## src/rtl/pfrb_pkg.sv

```systemverilog
// ----------------------------------------------------------------------------
// pfrb_pkg
// types and constants shared by the packet framer ring buffer
// ----------------------------------------------------------------------------
package pfrb_pkg;

    // item kinds on the input channel
    localparam logic [1:0] KIND_START   = 2'd0;
    localparam logic [1:0] KIND_PAYLOAD = 2'd1;
    localparam logic [1:0] KIND_TICK    = 2'd2;

    // configuration register indexes
    localparam logic [1:0] CFG_HEADER = 2'd0;
    localparam logic [1:0] CFG_FOOTER = 2'd1;

    // configuration reset values
    localparam logic [7:0] HEADER_RESET = 8'd126;
    localparam logic [7:0] FOOTER_RESET = 8'd127;

    // bytes of framing around the payload
    localparam logic [8:0] FRAME_OVERHEAD = 9'd6;

    // largest value shown on the peak output
    localparam logic [7:0] PEAK_MAX = 8'hFF;

    // input word
    typedef struct packed {
        logic [1:0]  kind;
        logic [15:0] packet_type;
        logic [7:0]  payload_length;
        logic [7:0]  payload_byte;
    } pfrb_in_t;

    // result word
    typedef struct packed {
        logic        accepted;
        logic        tx_valid;
        logic [7:0]  tx_byte;
        logic        sending;
        logic [15:0] drop_total;
        logic [7:0]  peak_fill;
    } pfrb_out_t;

endpackage

```

## src/rtl/packet_framer_ring_buffer_top.sv

```systemverilog
// ----------------------------------------------------------------------------
// packet_framer_ring_buffer_top
// transmit framer writing framed packets into a byte ring memory
// ----------------------------------------------------------------------------
// usage
// - input channel (in_valid/in_ready/in_data) takes one word per item: a
//   packet start, a payload byte or a line ready tick
// - output channel (out_valid/out_ready/out_data) gives one result word per
//   input word, in order, via the stage behind the memory and output register
// - config channel (cfg_valid/cfg_ready/cfg_index/cfg_data) sets the header
//   and footer marker bytes; always ready, write only while idle
// - throughput is set by the single write port of the ring memory: in_ready
//   is low while an accepted start's remaining framing bytes, or the checksum
//   and footer after the last payload byte, are written; other items are not held
// - a tick reads the ring memory through a registered read port; the read
//   data joins the rest of the result in the stage behind the memory
// - a stalled receiver first fills the output register, then the stage
//   behind the memory, after which in_ready drops
// - reset clears pointers, counters and frame state; ring contents are not
//   cleared, as only written entries are ever read
// ----------------------------------------------------------------------------
module packet_framer_ring_buffer_top #(
    parameter int RING_DEPTH = 256
) (
    input  logic                clk,
    input  logic                rst_n,
    input  logic                in_valid,
    output logic                in_ready,
    input  pfrb_pkg::pfrb_in_t  in_data,
    output logic                out_valid,
    input  logic                out_ready,
    output pfrb_pkg::pfrb_out_t out_data,
    input  logic                cfg_valid,
    output logic                cfg_ready,
    input  logic [1:0]          cfg_index,
    input  logic [7:0]          cfg_data
);

    localparam int AW = $clog2(RING_DEPTH);
    localparam int CW = ((AW > 9) ? AW : 9) + 1;
    localparam logic [AW:0] DEPTH_W = (AW + 1)'(RING_DEPTH);
    localparam logic [CW-1:0] FREE_MAX = CW'(RING_DEPTH - 1);
    localparam int PEND = 5;

    // pointer advance with wrap at the ring depth
    function automatic logic [AW-1:0] ptr_add(input logic [AW-1:0] p, input logic [2:0] k);
        logic [AW:0] s;
        s = {1'b0, p} + (AW + 1)'(k);
        if (s >= DEPTH_W)
        begin
            s = s - DEPTH_W;
        end
        return s[AW-1:0];
    endfunction

    // occupancy between write and read pointers
    function automatic logic [AW-1:0] ring_used(input logic [AW-1:0] w, input logic [AW-1:0] r);
        logic [AW:0] s;
        if (w >= r)
        begin
            s = {1'b0, w} - {1'b0, r};
        end
        else
        begin
            s = {1'b0, w} + DEPTH_W - {1'b0, r};
        end
        return s[AW-1:0];
    endfunction

    // ring memory
    logic [7:0] ring_mem [RING_DEPTH];
    logic           mem_we;
    logic [AW-1:0]  mem_waddr;
    logic [7:0]     mem_wdata;
    logic           mem_re;
    logic [7:0]     rdata_reg;

    // control state
    logic [AW-1:0]  wp_reg, wp_next;
    logic [AW-1:0]  rp_reg, rp_next;
    logic [7:0]     sum_reg, sum_next;
    logic [7:0]     left_reg, left_next;
    logic           open_reg, open_next;
    logic           disc_reg, disc_next;
    logic [15:0]    drop_reg, drop_next;
    logic [AW-1:0]  peak_reg, peak_next;
    logic [7:0]     header_reg, footer_reg;

    // write sequencer
    logic [7:0]     pend_reg [PEND];
    logic [7:0]     pend_next [PEND];
    logic [2:0]     pcnt_reg, pcnt_next;
    logic [AW-1:0]  saddr_reg, saddr_next;
    logic           busy;

    // result stages
    logic              s1_valid_reg;
    pfrb_pkg::pfrb_out_t s1_reg, s1_next;
    pfrb_pkg::pfrb_out_t s1_join;
    logic              out_valid_reg;
    pfrb_pkg::pfrb_out_t out_reg;
    logic              s1_adv;
    logic              in_acc;

    // item decode
    logic [AW-1:0]  used_now;
    logic [CW-1:0]  room_avail;
    logic [CW-1:0]  required;
    logic [7:0]     ptype_hi, ptype_lo;
    logic [7:0]     first_byte;
    logic           first_we;
    logic           closing;
    logic [AW-1:0]  used_new;
    logic [CW-1:0]  peak_ext;

    assign busy      = (pcnt_reg != 3'd0);
    assign s1_adv    = !out_valid_reg || out_ready;
    assign in_ready  = !busy && (!s1_valid_reg || s1_adv);
    assign in_acc    = in_valid && in_ready;
    assign cfg_ready = 1'b1;
    assign out_valid = out_valid_reg;
    assign out_data  = out_reg;

    assign used_now   = ring_used(wp_reg, rp_reg);
    assign room_avail = FREE_MAX - CW'(used_now);
    assign required   = CW'(in_data.payload_length) + CW'(pfrb_pkg::FRAME_OVERHEAD);
    assign ptype_hi   = in_data.packet_type[15:8];
    assign ptype_lo   = in_data.packet_type[7:0];

    // item processing: state update, bytes to write, result fields
    always_comb
    begin
        wp_next    = wp_reg;
        rp_next    = rp_reg;
        sum_next   = sum_reg;
        left_next  = left_reg;
        open_next  = open_reg;
        disc_next  = disc_reg;
        drop_next  = drop_reg;
        peak_next  = peak_reg;
        first_we   = 1'b0;
        first_byte = in_data.payload_byte;
        closing    = 1'b0;
        mem_re     = 1'b0;
        pcnt_next  = busy ? (pcnt_reg - 3'd1) : 3'd0;
        saddr_next = busy ? ptr_add(saddr_reg, 3'd1) : saddr_reg;
        for (int i = 0; i < PEND - 1; i++)
        begin
            pend_next[i] = pend_reg[i + 1];
        end
        pend_next[PEND - 1] = pend_reg[PEND - 1];
        s1_next = '0;

        if (in_acc)
        begin
            case (in_data.kind)
                pfrb_pkg::KIND_START:
                begin
                    if (open_reg || (room_avail < required))
                    begin
                        drop_next = drop_reg + 16'd1;
                        if (!open_reg)
                        begin
                            left_next = in_data.payload_length;
                            disc_next = (in_data.payload_length != 8'd0);
                        end
                    end
                    else
                    begin
                        s1_next.accepted = 1'b1;
                        disc_next  = 1'b0;
                        first_we   = 1'b1;
                        first_byte = header_reg;
                        sum_next   = in_data.payload_length + ptype_hi + ptype_lo;
                        left_next  = in_data.payload_length;
                        saddr_next = ptr_add(wp_reg, 3'd1);
                        pend_next[0] = in_data.payload_length;
                        pend_next[1] = ptype_hi;
                        pend_next[2] = ptype_lo;
                        pend_next[3] = sum_next;
                        pend_next[4] = footer_reg;
                        if (in_data.payload_length == 8'd0)
                        begin
                            open_next = 1'b0;
                            closing   = 1'b1;
                            pcnt_next = 3'd5;
                            wp_next   = ptr_add(wp_reg, 3'd6);
                        end
                        else
                        begin
                            open_next = 1'b1;
                            pcnt_next = 3'd3;
                            wp_next   = ptr_add(wp_reg, 3'd4);
                        end
                    end
                end
                pfrb_pkg::KIND_PAYLOAD:
                begin
                    if (open_reg)
                    begin
                        first_we   = 1'b1;
                        sum_next   = sum_reg + in_data.payload_byte;
                        left_next  = left_reg - 8'd1;
                        saddr_next = ptr_add(wp_reg, 3'd1);
                        pend_next[0] = sum_next;
                        pend_next[1] = footer_reg;
                        if (left_next == 8'd0)
                        begin
                            open_next = 1'b0;
                            closing   = 1'b1;
                            pcnt_next = 3'd2;
                            wp_next   = ptr_add(wp_reg, 3'd3);
                        end
                        else
                        begin
                            wp_next = ptr_add(wp_reg, 3'd1);
                        end
                    end
                    else if (disc_reg)
                    begin
                        left_next = left_reg - 8'd1;
                        if (left_next == 8'd0)
                        begin
                            disc_next = 1'b0;
                        end
                    end
                end
                pfrb_pkg::KIND_TICK:
                begin
                    if (used_now != '0)
                    begin
                        mem_re           = 1'b1;
                        s1_next.tx_valid = 1'b1;
                        rp_next          = ptr_add(rp_reg, 3'd1);
                    end
                end
                default:
                begin
                end
            endcase
        end

        // peak fill updated when an item closes a frame, footer included
        used_new = ring_used(wp_next, rp_next);
        if (closing && (used_new > peak_reg))
        begin
            peak_next = used_new;
        end
        peak_ext = CW'(peak_next);

        s1_next.sending    = (wp_next != rp_next);
        s1_next.drop_total = drop_next;
        s1_next.peak_fill  = (peak_ext > CW'(pfrb_pkg::PEAK_MAX)) ? pfrb_pkg::PEAK_MAX
                                                                  : peak_ext[7:0];
    end

    // memory port selection
    assign mem_we    = busy || first_we;
    assign mem_waddr = busy ? saddr_reg : wp_reg;
    assign mem_wdata = busy ? pend_reg[0] : first_byte;

    // ring memory write and registered read
    always_ff @(posedge clk)
    begin
        if (mem_we)
        begin
            ring_mem[mem_waddr] <= mem_wdata;
        end
        if (mem_re)
        begin
            rdata_reg <= ring_mem[rp_reg];
        end
    end

    // write sequencer payload
    always_ff @(posedge clk)
    begin
        saddr_reg <= saddr_next;
        for (int i = 0; i < PEND; i++)
        begin
            pend_reg[i] <= pend_next[i];
        end
    end

    // control registers
    always_ff @(posedge clk or negedge rst_n)
    begin
        if (!rst_n)
        begin
            wp_reg     <= '0;
            rp_reg     <= '0;
            sum_reg    <= '0;
            left_reg   <= '0;
            open_reg   <= 1'b0;
            disc_reg   <= 1'b0;
            drop_reg   <= '0;
            peak_reg   <= '0;
            pcnt_reg   <= '0;
            header_reg <= pfrb_pkg::HEADER_RESET;
            footer_reg <= pfrb_pkg::FOOTER_RESET;
        end
        else
        begin
            wp_reg   <= wp_next;
            rp_reg   <= rp_next;
            sum_reg  <= sum_next;
            left_reg <= left_next;
            open_reg <= open_next;
            disc_reg <= disc_next;
            drop_reg <= drop_next;
            peak_reg <= peak_next;
            pcnt_reg <= pcnt_next;
            if (cfg_valid && cfg_ready)
            begin
                case (cfg_index)
                    pfrb_pkg::CFG_HEADER: header_reg <= cfg_data;
                    pfrb_pkg::CFG_FOOTER: footer_reg <= cfg_data;
                    default:
                    begin
                    end
                endcase
            end
        end
    end

    // result stage valid bits
    always_ff @(posedge clk or negedge rst_n)
    begin
        if (!rst_n)
        begin
            s1_valid_reg  <= 1'b0;
            out_valid_reg <= 1'b0;
        end
        else
        begin
            if (in_acc)
            begin
                s1_valid_reg <= 1'b1;
            end
            else if (s1_adv)
            begin
                s1_valid_reg <= 1'b0;
            end
            if (s1_adv)
            begin
                out_valid_reg <= s1_valid_reg;
            end
        end
    end

    // read data joins the stage behind the memory
    always_comb
    begin
        s1_join         = s1_reg;
        s1_join.tx_byte = s1_reg.tx_valid ? rdata_reg : 8'd0;
    end

    // result stage payload
    always_ff @(posedge clk)
    begin
        if (in_acc)
        begin
            s1_reg <= s1_next;
        end
        if (s1_adv && s1_valid_reg)
        begin
            out_reg <= s1_join;
        end
    end

endmodule
```

## config.mk

```make
export PLATFORM = sky130hd
export DESIGN_NAME = packet_framer_ring_buffer_top
export DESIGN_NICKNAME = d
export VERILOG_FILES = /design/src/rtl/pfrb_pkg.sv /design/src/rtl/packet_framer_ring_buffer_top.sv
export SDC_FILE = /design/constraint.sdc
export NUM_CORES = 2
export LEC_CHECK = 0
export ABC_CLOCK_PERIOD_IN_PS = 33300
export BUFFER_PORTS_ARGS = -buffer_cell sky130_fd_sc_hd__buf_4
export CELL_PAD_IN_SITES_DETAIL_PLACEMENT = 0
export CELL_PAD_IN_SITES_GLOBAL_PLACEMENT = 1
export CORE_MARGIN = 5
export CORE_UTILIZATION = 60
export CTS_BUF_LIST = sky130_fd_sc_hd__clkbuf_16
export CTS_CLUSTER_DIAMETER = 150
export DETAILED_ROUTE_END_ITERATION = 12
export GPL_ROUTABILITY_DRIVEN = 0
export PLACE_DENSITY = 0.83
export SETUP_SLACK_MARGIN = 0.15
export SYNTH_ARGS = -nofsm -noshare
export SYNTH_HDL_FRONTEND = slang
export SYNTH_SLANG_ARGS = --single-unit
export TNS_END_PERCENT = 1
```

## constraint.sdc

```tcl
create_clock -name clk -period 33.3 [get_ports clk]
set_input_delay 4.995 -clock clk [delete_from_list [all_inputs] [get_ports clk]]
set_output_delay 4.995 -clock clk [all_outputs]
set_load 0.02 [all_outputs]
```

# [Word-level counts from Yosys, hierarchy flattened]
# Memory sizes are Yosys's and may differ from the RTL's. A register that Yosys moved wholly into a read port is not among the register bits.
# Index checks and enable logic that the tools add are counted.
[classes] addsub=26 magnitude_cmp=10 n_eq_ne=9 n_mux=78 n_reduce_logical=26
[op_table] op="2-to-1 mux 8 bit" n=32
[op_table] op="2-to-1 mux 40 bit" n=2
[op_table] op="2-to-1 mux 16 bit" n=4
[op_table] op="case mux 8 bit (2 select lines)" n=4
[op_table] op="subtractor 8 x 1 -> 8 bit, second input constant" n=7
[op_table] op=">= comparator 9 bit, second input constant" n=6
[op_table] op="case mux 16 bit (2 select lines)" n=1
[op_table] op="subtractor 8 bit" n=4
[op_table] op="adder 8 x 1 -> 9 bit, second input constant" n=3
[op_table] op="adder 8 x 3 -> 9 bit, second input constant" n=3
[op_table] op="adder 8 bit" n=3
[op_table] op="2-to-1 mux 24 bit" n=1
[op_table] op="2-to-1 mux 1 bit" n=23
[op_table] op="2-to-1 mux 3 bit" n=6
[op_table] op="adder 16 x 1 -> 16 bit, second input constant" n=1
[op_table] op="adder 8 x 1 -> 8 bit, second input constant" n=2
[op_table] op=">= comparator 8 bit" n=2
[op_table] op="zero test 8 bit" n=2
[op_table] op="nonzero test 8 bit" n=2
[op_table] op="AND reduction 4 bit" n=3
[op_table] op="less-than comparator 10 x 9 -> 1 bit" n=1
[op_table] op="adder 8 x 2 -> 9 bit, second input constant" n=1
[op_table] op="subtractor 8 x 8 -> 9 bit, first input constant" n=1
[op_table] op="> comparator 8 bit" n=1
[op_table] op="other kinds (16)" n=34
[totals] register_bits=149 ram_bits=2088 input_bits=49 output_inout_bits=38 wordCells=176 mem_count=2
[mem_list] name="ring_mem" words=256 word_bits=8 read_ports=1 rd_clocked_by_memory_dff=1 wr=1 line="packet_framer_ring_buffer_top.sv:71" source="logic [7:0] ring_mem [RING_DEPTH];"
[mem_list] name="pend_reg" words=5 word_bits=8 read_ports=5 rd_clocked_by_memory_dff=0 wr=5 line="packet_framer_ring_buffer_top.sv:90" source="logic [7:0] pend_reg [PEND];"

# [Depth between registers and ports, before layout]
[logic_depth] word_depth=15 ltp_mapped=31 ltp_nobuf=28

# [Worst setup path before layout]
# No wires, ideal clock.
[synth_path] kind="in2reg" startpoint="in in_data[9] (netlist name)" endpoint="mem ring_mem[0][0], data pin" setup_time_ps=1731 arrival_time_ps=14541 required_ps=31569 slack_ps=17029 stages=13 path_buffers=1 cell_sequence="or2_1 > buf_2 > nand2_1 > xor2_1 > ha_1 > o21ai_0 > a221oi_1 > o21ai_1 > nor2_1 > nand2_1 > clkinv_1 > nand2_1 > a31oi_1"
[synth_via] elab_chain_cells=7
[synth_lines] element="start: declaration" line="packet_framer_ring_buffer_top.sv:29" source="input pfrb_pkg::pfrb_in_t in_data,"
[synth_lines] element="adder 8 x 3 -> 9 bit" line="packet_framer_ring_buffer_top.sv:126" source="assign required = CW'(in_data.payload_length) + CW'(pfrb_pkg::FRAME_OVERHEAD);"
[synth_lines] element="less-than comparator 10 x 9 -> 1 bit" line="packet_framer_ring_buffer_top.sv:159" source="if (open_reg || (room_avail < required))"
[synth_lines] element="logical OR 1 bit" line="packet_framer_ring_buffer_top.sv:159"
[synth_lines] element="2-to-1 mux 8 bit" line="packet_framer_ring_buffer_top.sv:159"
[synth_lines] element="2-to-1 mux 8 bit" line="packet_framer_ring_buffer_top.sv:156" source="case (in_data.kind)"
[synth_lines] element="2-to-1 mux 8 bit" line="packet_framer_ring_buffer_top.sv:154" source="if (in_acc)"
[synth_lines] element="2-to-1 mux 8 bit" line="packet_framer_ring_buffer_top.sv:260" source="assign mem_wdata = busy ? pend_reg[0] : first_byte;"
[synth_lines] element="named net mem_wdata[0]" line="packet_framer_ring_buffer_top.sv:74" source="logic [7:0] mem_wdata;"
[synth_lines] element="end: declaration" line="packet_framer_ring_buffer_top.sv:71"
# The timed path passes the listed nets, and every way through them passes these cells.

# [Final worst setup path]
[layout_path] startpoint="in out_ready" endpoint="out in_ready"
[layout_via] elab_chain_cells=3
[layout_lines] element="start: declaration" line="packet_framer_ring_buffer_top.sv:31" source="input logic out_ready,"
[layout_lines] element="logical OR 1 bit" line="packet_framer_ring_buffer_top.sv:117" source="assign s1_adv = !out_valid_reg || out_ready;"
[layout_lines] element="logical OR 1 bit" line="packet_framer_ring_buffer_top.sv:118" source="assign in_ready = !busy && (!s1_valid_reg || s1_adv);"
[layout_lines] element="logical AND 1 bit" line="packet_framer_ring_buffer_top.sv:118"
[layout_lines] element="end: declaration" line="packet_framer_ring_buffer_top.sv:28" source="output logic in_ready,"
# No other way between the ends.

==> qor.txt <==
Antenna-violating nets left: 0
Vias per std cell: 6.628
Layout Nets: 4844
FF-to-FF setup slack: 24.85 ns
Cell repeated most along the worst path: buf_4
Synth cell types: 83
Crit-path slowest cell: and2_2
Ant diodes: 0
Met2 usage in global routing: 0.4060
Simple-gate portion of the synthesized area: 0.03815
Final Total Pwr: 8708 uW
Relative slew margins: 0.1145
P per Cell Area: 88.64 nW/um^2
Status: finished clean
Clock share of power: 0.262
Worst Clk Skew: 0.02406 ns
Max-slew violations: 0
Cts hold-fix bufs: 0
YS warnings: 0
Initial antenna violation count: 2
Switching Fraction: 0.3328
Syn Nets: 4711
Worst setup SP type: primary input
Initial DRC Count: 5435
P_int: 5810 uW
RSZ-0062 raised after global routing: false
Core area: 147300 sq um
Met3 GRT Util: 0.05711
R2r worst-path depth: 18
Cell Chain, Critical Path: buf_4 > nand3b_1 > and2_2 > buf_4
Crit path time final: 10.67 ns
# fillers: 9162
Clock transition at the registers of the reported paths: 0.06 ns
Ports: 87
Flop pwr share: 0.425
Final WL: 202800 um
Crit path max fanout: 3
Tcrit/Tclk final: 0.3205
Xor/xnor cell area share of the yosys netlist: 0.007602
Comb power frac: 0.312
Synth-to-Final Area Change: 10.72%
Largest net degree at the start of global routing: 217
EDFF count, synth: 2126
Final setup TNS: 0 ns
Sink Count: 2245
Via count: 45260
Row count: 141
Worst min-delay path class: reg2reg
Main combinational cell family by area after synthesis: multiplexers
Post-synth ARST share: 0.03519
Reg-to-Reg End: ring_mem[66][3]$_DFFE_PP_
WP buf/inv: 2
Die Y: 394.5 um
Global-route wire length before repair: 303000 um
Post-CTS sizing: 0
Number of detailed-route iterations in the first pass: 6
Global-route layer with the greatest usage: met2
Die W: 394.5 um
Vias in the first global route: 45770
CTS Buffer Depth: 3
DPL Wire Length: 119200 um
Port Buffers: 85
Avg Inst Size Synth: 19.31 sq um
Post-synthesis compound-gate area fraction: 0.04162
GRT Residual Overflow: 0
Max-cap violations: 0
Ys flop type: edfxtp_1
Tot GR Track Use: 0.2627
Main area contributors after synthesis: edfxtp_1, mux4_2, dfrtp_1
Residual DRC: 0
M1 GR Usage: 0.3860
RR Startpoint: rp_reg[2]$_DFF_PN0_
Synthesized area: 88720 sq um
Crit path capture type: primary output
Worst vdd ir: 105.1 uV
Flops & latches, synth: 2245
Slowest stage delay, CP: 0.24 ns
P_leak: 0.03129 uW
Hold Violations, Final: 0
Hold Crit Start: pend_reg[0][31]$_DFF_P_
Htree depth: 4
F_max: 0.09369 GHz
Synth Area in Adders: 0.01052
Delay-heaviest family, CP: simple AND/OR/NAND/NOR gates
CTS root buf: clkbuf_16
Worst Hold Depth: 2
Initial Util: 0.6023
Tightest Pin Transition: 1.295 ns
Worst Hold Path EP: pend_reg[0][23]$_DFF_P_
Sequential area share after synthesis: 0.7511
Post-synthesis mux area share: 0.1363
Wire per inst: 29.69 um
TritonCTS clock tree: done
Yosys top cell by area: edfxtp_1
Top-area cell type share of the netlist area: 0.7196
Required time of the critical path: 28.30 ns
Worst EP arrival: 5.68 ns
Post-CTS Setup Inserts: 0
CP Class: in2out
Cells after synthesis: 4594
Final setup violation count: 0
Share of cells above drive strength 1: 0.2072
Die area: 155700 sq um
Psw: 2898 uW
Max reg flops: 2048
CTS buffer count: 209
Clock latency at the later pin of the worst-skew pair: 0.85 ns
[layer usage]
| metal | part of all wire | up-vias |
|---|---|---|
| met5 | 0.000069 | - |
| met4 | 0.030 | 2 |
| met3 | 0.099 | 359 |
| met2 | 0.47 | 2439 |
| met1 | 0.40 | 23450 |
| li1 | - | 19010 |
[power by group through the flow]
stage | logic, uW | registers (uW) | clock network [uW]
after global routing | 2890 | 3710 | 2440
after CTS | 2730 | 3700 | 2310
after floorplan | 1700 | 3950 | 0
final | 2720 | 3700 | 2280
after detailed placement | 2710 | 3760 | 0
after global placement | 2670 | 3750 | 0
[cell usage after synthesis (57+ instances only)]
| master | instances |
|---|---|
| edfxtp_1 | 2126 |
| mux4_2 | 478 |
| nor2_1 | 351 |
| nand2_1 | 235 |
| clkbuf_1 | 147 |
| mux2i_1 | 101 |
| a21oi_1 | 89 |
| o22ai_1 | 82 |
| o21ai_0 | 70 |
| a22oi_1 | 69 |
| dfrtp_1 | 66 |
| ha_1 | 57 |
[area by class of cell]
type                    instances  area [sq um]  share of cell area
clock buffers                 214          5355             0.05452
clock inverters               168          1222             0.01244
inverters                      54         203.9            0.002076
multi-input cells            2050         21050              0.2143
flip-flops and latches       2245         66640              0.6784
well taps                    1930          2415             0.02458
repair buffers                167          1341             0.01365
[kinds of logic (layout without fill, tap and decap cells)]
group	after synthesis	after routing
muxes	605	605
and+or+nand+nor	767	767
AOI/OAI and AO/OA	532	532
other	1	1
buffers and inverters	299	603
DFF	2245	2245
xor gates and xnor gates	77	77
adders and majority gates	68	68
[how the worst max path moves through the flow]
stage | startpoint | depth (start not counted) | to
floorplan | in_data[9] | 13 | ring_mem[0][0]$_DFFE_PP_
global placement | in_data[9] | 18 | ring_mem[65][1]$_DFFE_PP_
detailed placement | in_data[9] | 18 | ring_mem[68][3]$_DFFE_PP_
CTS | out_ready | 4 | in_ready
global route | in_data[9] | 18 | ring_mem[76][3]$_DFFE_PP_
finish | out_ready | 4 | in_ready
[worst reg2reg max path, delay by kind of cell, from the launching register on]
family / cells / cell delay, ns
buf+inv: 6 / 3.98
compound gates: 5 / 1.45
simple gates: 5 / 0.95
flops: 1 / 0.81
fa+ha+maj: 2 / 0.80
[through the flow]
step / area (sq um) / setup WS [ns] / util / std cells / hold slack (ns)
floorplan: 88720 / 17.03 / - / 4594 / 0.3988
global placement: 91650 / 22.30 / 0.6222 / 6446 / 0.4006
detailed placement: 91650 / 22.14 / 0.6222 / 6446 / 0.4045
CTS: 98230 / 22.62 / 0.6668 / 6828 / 0.4135
global route: 98230 / 22.42 / 0.6668 / 6828 / 0.4215
finish: 98230 / 22.63 / 0.6668 / 6828 / 0.4158
[layout by cell type, fill, tap and decap left out, types with 34 or more instances in the layout]
cell / n
a21oi_1: 89
a221oi_1: 38
a22o_1: 45
a22oi_1: 69
buf_4: 160
clkbuf_16: 214
clkinv_1: 55
dfrtp_1: 64
dfxtp_1: 40
edfxtp_1: 2126
ha_1: 57
inv_1: 97
mux2i_1: 101
mux4_2: 478
nand2_1: 235
nand3_1: 41
nor2_1: 348
o21ai_0: 69
o221ai_1: 34
o22ai_1: 82
xnor2_1: 54
No activity file was read; power rests on OpenSTA's default activity.
